**src/fxa_pkg.sv**
```systemverilog
// Shared types, codes and helpers for the Q24.8 fixed-point ALU.
`timescale 1ns / 1ps
package fxa_pkg;

    localparam int FRAC_BITS_DEF = 8;
    localparam int WORD_W        = 32;

    localparam logic signed [WORD_W-1:0] Q_MAX = 32'sh7FFF_FFFF;
    localparam logic signed [WORD_W-1:0] Q_MIN = 32'sh8000_0000;

    typedef enum logic [3:0] {
        CMD_ADD      = 4'd0,
        CMD_SUB      = 4'd1,
        CMD_MUL      = 4'd2,
        CMD_DIV      = 4'd3,
        CMD_INC      = 4'd4,
        CMD_DEC      = 4'd5,
        CMD_COMPARE  = 4'd6,
        CMD_MIN      = 4'd7,
        CMD_MAX      = 4'd8,
        CMD_FROM_INT = 4'd9,
        CMD_TO_INT   = 4'd10
    } t_cmd;

    typedef enum logic [1:0] {
        ST_OK   = 2'd0,
        ST_OVF  = 2'd1,
        ST_DIV0 = 2'd2
    } t_status;

    // Sideband that travels with every word through the pipeline.
    typedef struct packed {
        logic              valid;
        logic [3:0]        cmd;
        logic [WORD_W-1:0] value;
        logic [1:0]        status;
        logic              less;
        logic              equal;
        logic              neg;
        logic              div0;
    } t_side;

    // Saturate a 33-bit signed sum to 32 bits.
    function automatic logic [WORD_W-1:0] sat33(input logic [WORD_W:0] x);
        logic [WORD_W-1:0] r;
        if (x[WORD_W] != x[WORD_W-1]) begin
            r = x[WORD_W] ? Q_MIN : Q_MAX;
        end else begin
            r = x[WORD_W-1:0];
        end
        return r;
    endfunction

endpackage

```
**src/fxa_pre.sv**
```systemverilog
// Front stages: simple operations, the product, and divider operand setup.
`timescale 1ns / 1ps
module fxa_pre #(
    parameter int FRAC_BITS = fxa_pkg::FRAC_BITS_DEF,
    parameter int DW        = 32 + FRAC_BITS
) (
    input  logic                 i_clk,
    input  logic                 i_rst_n,
    input  logic                 i_valid,
    input  logic [3:0]           i_cmd,
    input  logic signed [31:0]   i_a,
    input  logic signed [31:0]   i_b,
    output fxa_pkg::t_side       o_side,
    output logic [DW-1:0]        o_dvd,
    output logic [31:0]          o_dvs
);
    import fxa_pkg::*;

    localparam logic [63:0] FRAC_MASK = (64'd1 << FRAC_BITS) - 64'd1;

    t_side               r1_side, n1_side, r2_side, n2_side;
    logic signed [63:0]  r1_prod;
    logic [DW-1:0]       r1_dvd, r2_dvd;
    logic [31:0]         r1_dvs, r2_dvs;

    logic [32:0]         a33, b33, abs_a, abs_b, ti;
    logic signed [63:0]  fi, mt;

    always_comb begin
        a33   = {i_a[31], i_a};
        b33   = {i_b[31], i_b};
        abs_a = i_a[31] ? (33'd0 - a33) : a33;
        abs_b = i_b[31] ? (33'd0 - b33) : b33;
        fi    = 64'(i_a) <<< FRAC_BITS;
        ti    = 33'($signed(a33 + (i_a[31] ? FRAC_MASK[32:0] : 33'd0)) >>> FRAC_BITS);

        n1_side        = '0;
        n1_side.valid  = i_valid;
        n1_side.cmd    = i_cmd;
        n1_side.less   = i_a < i_b;
        n1_side.equal  = i_a == i_b;
        n1_side.neg    = i_a[31] ^ i_b[31];
        n1_side.div0   = i_b == 32'sd0;
        n1_side.status = ST_OK;
        case (i_cmd)
            CMD_ADD: begin
                n1_side.value = sat33(a33 + b33);
                if (n1_side.value != 32'(a33 + b33)) n1_side.status = ST_OVF;
            end
            CMD_SUB: begin
                n1_side.value = sat33(a33 - b33);
                if (n1_side.value != 32'(a33 - b33)) n1_side.status = ST_OVF;
            end
            CMD_INC: begin
                n1_side.value = sat33(a33 + 33'd1);
                if (i_a == Q_MAX) n1_side.status = ST_OVF;
            end
            CMD_DEC: begin
                n1_side.value = sat33(a33 - 33'd1);
                if (i_a == Q_MIN) n1_side.status = ST_OVF;
            end
            CMD_MIN: n1_side.value = n1_side.less ? i_a : i_b;
            CMD_MAX: n1_side.value = (!n1_side.less && !n1_side.equal) ? i_a : i_b;
            CMD_FROM_INT: begin
                if (fi > 64'(Q_MAX)) begin
                    n1_side.value  = Q_MAX;
                    n1_side.status = ST_OVF;
                end else if (fi < 64'(Q_MIN)) begin
                    n1_side.value  = Q_MIN;
                    n1_side.status = ST_OVF;
                end else begin
                    n1_side.value = fi[31:0];
                end
            end
            CMD_TO_INT: n1_side.value = ti[31:0];
            default:    n1_side.value = '0;
        endcase
    end

    // Truncate the product toward zero, then saturate.
    always_comb begin
        mt      = (r1_prod + (r1_prod[63] ? $signed(FRAC_MASK) : 64'sd0)) >>> FRAC_BITS;
        n2_side = r1_side;
        if (r1_side.cmd == CMD_MUL) begin
            if (mt > 64'(Q_MAX)) begin
                n2_side.value  = Q_MAX;
                n2_side.status = ST_OVF;
            end else if (mt < 64'(Q_MIN)) begin
                n2_side.value  = Q_MIN;
                n2_side.status = ST_OVF;
            end else begin
                n2_side.value = mt[31:0];
            end
        end
    end

    always_ff @(posedge i_clk) begin
        if (!i_rst_n) begin
            r1_side <= '0;
            r2_side <= '0;
        end else begin
            r1_side <= n1_side;
            r2_side <= n2_side;
        end
        r1_prod <= 64'(i_a) * 64'(i_b);
        r1_dvd  <= {abs_a[31:0], {FRAC_BITS{1'b0}}};
        r1_dvs  <= abs_b[31:0];
        r2_dvd  <= r1_dvd;
        r2_dvs  <= r1_dvs;
    end

    assign o_side = r2_side;
    assign o_dvd  = r2_dvd;
    assign o_dvs  = r2_dvs;

endmodule

```
**config.mk**
```make
export PLATFORM = sky130hd
export DESIGN_NAME = fxa_pre
export DESIGN_NICKNAME = d
export VERILOG_FILES = /design/src/fxa_pkg.sv /design/src/fxa_pre.sv
export SDC_FILE = /design/constraint.sdc
export NUM_CORES = 2
export LEC_CHECK = 0
export BUFFER_PORTS_ARGS = -buffer_cell sky130_fd_sc_hd__buf_2
export CAP_MARGIN = 30
export CORE_MARGIN = 2
export CORE_UTILIZATION = 51
export CTS_CLUSTER_DIAMETER = 60
export DETAILED_ROUTE_END_ITERATION = 6
export GPL_TIMING_DRIVEN = 0
export HOLD_SLACK_MARGIN = 0.1
export PLACE_DENSITY_LB_ADDON = 0.25
export SYNTH_ARGS = -nofsm -noshare
export SYNTH_HDL_FRONTEND = slang
export SYNTH_SLANG_ARGS = --single-unit
```
**constraint.sdc**
```tcl
create_clock -name i_clk -period 23.3 [get_ports i_clk]
set_input_delay 4.66 -clock i_clk [delete_from_list [all_inputs] [get_ports i_clk]]
set_output_delay 4.66 -clock i_clk [all_outputs]
set_load 0.01 [all_outputs]
```
# Word level (Yosys, flattened, before mapping)
# Index checks and enable logic that the tools add are counted.
# word_totals
regBits	278
latchBits	0
ramBits	0
mem_bits_ro	0
inputBits	71
out_inout_bits	115
elab_cells	89
memories	0
# classes
addsub	8
multipliers	1
div	0
n_lt_le_gt_ge	5
eq_ne	17
shift	0
n_mux	29
n_bitwise	1
n_reduce_logical	5
# op_table
cell	count
32-bit 2-to-1 mux	14
32-bit case mux with 8 select lines	1
34-bit 2-to-1 mux	3
64-bit by 9-bit adder with 64-bit output	1
32-bit == test (second input constant)	2
32-bit by 32-bit multiplier with 64-bit output	1
32-bit != test	2
1-bit by 32-bit subtractor with 32-bit output (first input constant)	2
31-bit 2-to-1 mux	2
56-bit by 32-bit > comparator with 1-bit output (second input constant)	1
56-bit by 32-bit < comparator with 1-bit output (second input constant)	1
40-bit by 32-bit > comparator with 1-bit output (second input constant)	1
40-bit by 32-bit < comparator with 1-bit output (second input constant)	1
32-bit by 2-bit adder with 33-bit output (second input constant)	1
32-bit by 32-bit adder with 33-bit output	1
32-bit by 9-bit adder with 33-bit output	1
32-bit by 2-bit subtractor with 33-bit output (second input constant)	1
32-bit by 32-bit subtractor with 33-bit output	1
32-bit == test	1
32-bit logical NOT	1
32-bit < comparator	1
8-bit 2-to-1 mux	2
4-bit by 3-bit == test with 1-bit output (second input constant)	3
4-bit == test (second input constant)	3
other kinds (10)	18

# Logic depth before layout (Yosys ltp)
# depth
ltp_word	7
depth_mapped	33
mapped_depth_nobuf	29

# Worst setup path after synthesis
# Ideal clock, no wire load.
# synth_timing
kind	input-to-reg
from	in i_a[31]
to	reg r1_prod[62]
setup_time_ns	0.072
arrival_ns	13.073
required_time_ns	23.228
slack_ns	10.155
path_stages	30
path_buffers	4
path_cell_list	clkbuf_1 -> buf_1 -> clkbuf_1 -> clkbuf_1 -> nand2_1 -> inv_1 -> fa_1 -> inv_1 -> fa_1 -> inv_1 -> fa_1 -> fa_1 -> inv_1 -> fa_1 -> inv_1 -> fa_1 -> inv_1 -> fa_1 -> inv_1 -> fa_1 -> ha_1 -> a21o_1 -> or2_2 -> a2111o_1 -> a41o_1 -> a31oi_1 -> o21a_1 -> o21ai_1 -> a21oi_1 -> xnor2_1
# synth_via
elab_chain_cells	1
# synth_lines
element	line_no	rtl
start: declaration	fxa_pre.sv:11	input logic signed [31:0] i_a,
32-bit by 32-bit multiplier with 64-bit output	fxa_pre.sv:105	r1_prod <= 64'(i_a) * 64'(i_b);
end signal: assignment	fxa_pre.sv:105	
end: declaration	fxa_pre.sv:22	logic signed [63:0] r1_prod;
# Every way passes these cells.
# A chain may end at the register's enable or synchronous reset.

# Final worst setup path
# Ends and elaborated chain as after synthesis.

==> results_dict.tcl <==
set metrics [dict create \
    fin_ws_ns 7.70 \
    die_x_um 324 \
    worstSetupPathType "primary input to flop" \
    hold_buffers 0 \
    grt_overflow_total 0 \
    htreeDepth 2 \
    layout-drive-gt1-share_pct 6.50 \
    synth_area_leaders "fa_1 (41%), dfxtp_1 (11%), inv_1 (7.4%), ha_1 (6.4%), and2_1 (5.3%)" \
    rsz0062_at_grt "no" \
    syn_inst 5799 \
    final_hold_viol_count 0 \
    max_stage_delay_ns 0.84 \
    cts_tree "built" \
    layout_commonest_cell "fa_1" \
    ys_warn_count 0 \
    ys_ff_latch 276 \
    final_util_pct 56.1 \
    dp_slack_ns 7.26 \
    routed_wl_um 227000 \
    ioPinCount 186 \
    vias 44800 \
    dp.final_hpwl_um 190000 \
    clock-sinks 276 \
    worstHoldPathType "flop to flop" \
    drv_cap 0 \
    chipHeight_um 324 \
    cts_buffers 37 \
    cp.required_ns 23.84 \
    slew_viol_final 0 \
    drc 0 \
    core-area_um2 102000 \
    start_kind "primary input" \
    async_reset_ff_share_pct 0 \
    finalNetCount 7503 \
    worst-path-max-fanout 13 \
    avgRoutedWirePerCell_um 30.3 \
    cp_slowest_cell "fa_1" \
    synth_area_um2 52300 \
    yosys.area.top_type "fa_1" \
    clockRootBuffer "clkbuf_16" \
    slew_headroom_pct 21.6 \
    ys_seq_area_share_pct 10.6 \
    drtIter0Drc 4928 \
    arrival_ns 16.13 \
    fillers 9424 \
    grt_pass1_vias 45200 \
    gp_congestion 1.06 \
    seq_area_um2 5530 \
    final_cell_mix "fa_1 (1083), inv_1 (1036), nand2_1 (636), and2_1 (446), clkbuf_1 (294)" \
    fin_worst_skew_ns 0.0165 \
    multi_input_area_um2 41400 \
    synth_cell_type_count 95 \
    path_clk_slew_ns 0.06 \
    antenna_found_initial 21 \
    ys.flop_type "dfxtp_1" \
    worst_pin_slew_ns 1.18 \
    grt_pass1_wl_um 322000 \
    fin_crit_sh_pct 66.9 \
    areaGrowthSynthToFinish_pct 9.10 \
    insertion_delay_ns 0.62 \
    setup_violations 0 \
    clk_path_buf_depth 3 \
    synth.avg_cell_area_um2 9.02 \
    post_cts_resized 0 \
    grtUsageTotal_pct 43.9 \
    cts_setup_buffers 0 \
    portBuffers 173 \
    synth_top_area_share_pct 41.5 \
    fin_setup_tns_ns 0 \
    cp-end-kind "flop" \
    max_freq_mhz 64.1 \
    holdWs_ns 0.321 \
    num_rows 117 \
    dr.pass1.iters 6 \
    antenna_left 0 \
    dieArea_um2 105000 \
    drt-vias-per-instance 5.99 \
    synth_edf_count 0 \
    crit_top_cell "fa_1" \
    status "complete, no violations" \
    initial_core_util_pct 51.4 \
    min_period_ns 15.60 \
    grt_max_degree 24 \
]
[sequential cells by signal, summed over array words and instances (netlist names)]
name / flops
r1_prod: 64
o_side: 42
r1_side: 33
o_dvd: 32
o_dvs: 32
r1_dvd: 32
r1_dvs: 32
n2_side: 9
[per-stage QoR]
| stage | instances | cell area, µm² |
|---|---|---|
| floorplan | 5807 | 52300 |
| global placement | 7348 | 54900 |
| detailed placement | 7394 | 55500 |
| CTS | 7461 | 56800 |
| global route | 7479 | 57000 |
| finish | 7493 | 57100 |
[logic make-up after synthesis]
logic type	after synthesis	share of synthesized area (%)
adder cells (fa/ha/maj)	1350	47.9
AO/OA/AOI/OAI	719	9.27
flip-flops	276	10.6
XOR/XNOR	297	4.97
AND/OR/NAND/NOR	1677	15.7
multiplexers	62	1.19
buffers and inverters	1417	10.4
other	1	0.00717
[cell usage after synthesis, types with 34 or more instances]
library cell and n:
ha_1 266, a21o_1 47, nand4_1 34, nor3_1 64, o21ai_0 120, xor2_1 78, a31oi_1 42, nand2_1 636
a211oi_1 36, fa_1 1084, clkbuf_1 289, mux2i_1 60, nor2_1 252, nand3_1 73, xnor2_1 219, a21oi_1 212
inv_1 1036, dfxtp_1 276, and2_1 446
[per-layer routing]
metal | global-route usage, % | share of wire (%) | up-vias | wire, µm
met5 | 0 | 0.038 | - | 86
met4 | 27.3 | 8.1 | 12 | 18300
li1 | - | - | 18500 | -
met1 | 55.1 | 37 | 22600 | 83400
met3 | 14.0 | 12 | 818 | 27400
met2 | 66.0 | 43 | 2906 | 97700
[path summary, 6_finish.rpt]
kind / to / slack (ns) / depth (start not counted) / from
hold / removal: o_dvs[6] / 0.32 / 0 / r1_dvs[6]
setup reg to reg: o_side[26] / 17.79 / 15 / r1_prod[63]
hold reg to reg: o_dvs[6] / 0.32 / 0 / r1_dvs[6]
setup / recovery: r1_prod[62] / 7.70 / 32 / i_a[31]
[layout make-up]
class | count | share of cell area [%]
inverter | 1042 | 6.85
multi-input combinational | 4114 | 72.5
timing repair buffer | 236 | 2.98
buffer | 375 | 2.71
clock inverter | 19 | 0.392
sequential | 276 | 9.68
tap | 1368 | 3.00
antenna | 15 | 0.0658
clock buffer | 48 | 1.82
[critical path: cells and delay by family]
family,cells,cell delay (ns)
adders and majority gates,9,4.63
and+or+nand+nor,2,0.65
buffers and inverters,13,4.02
AOI/OAI and AO/OA,7,1.95
xor gates and xnor gates,1,0.13
Power is left out: the tool's default activity adds up to more than one toggle a clock period on the data nets, which glitch-free logic cannot reach.
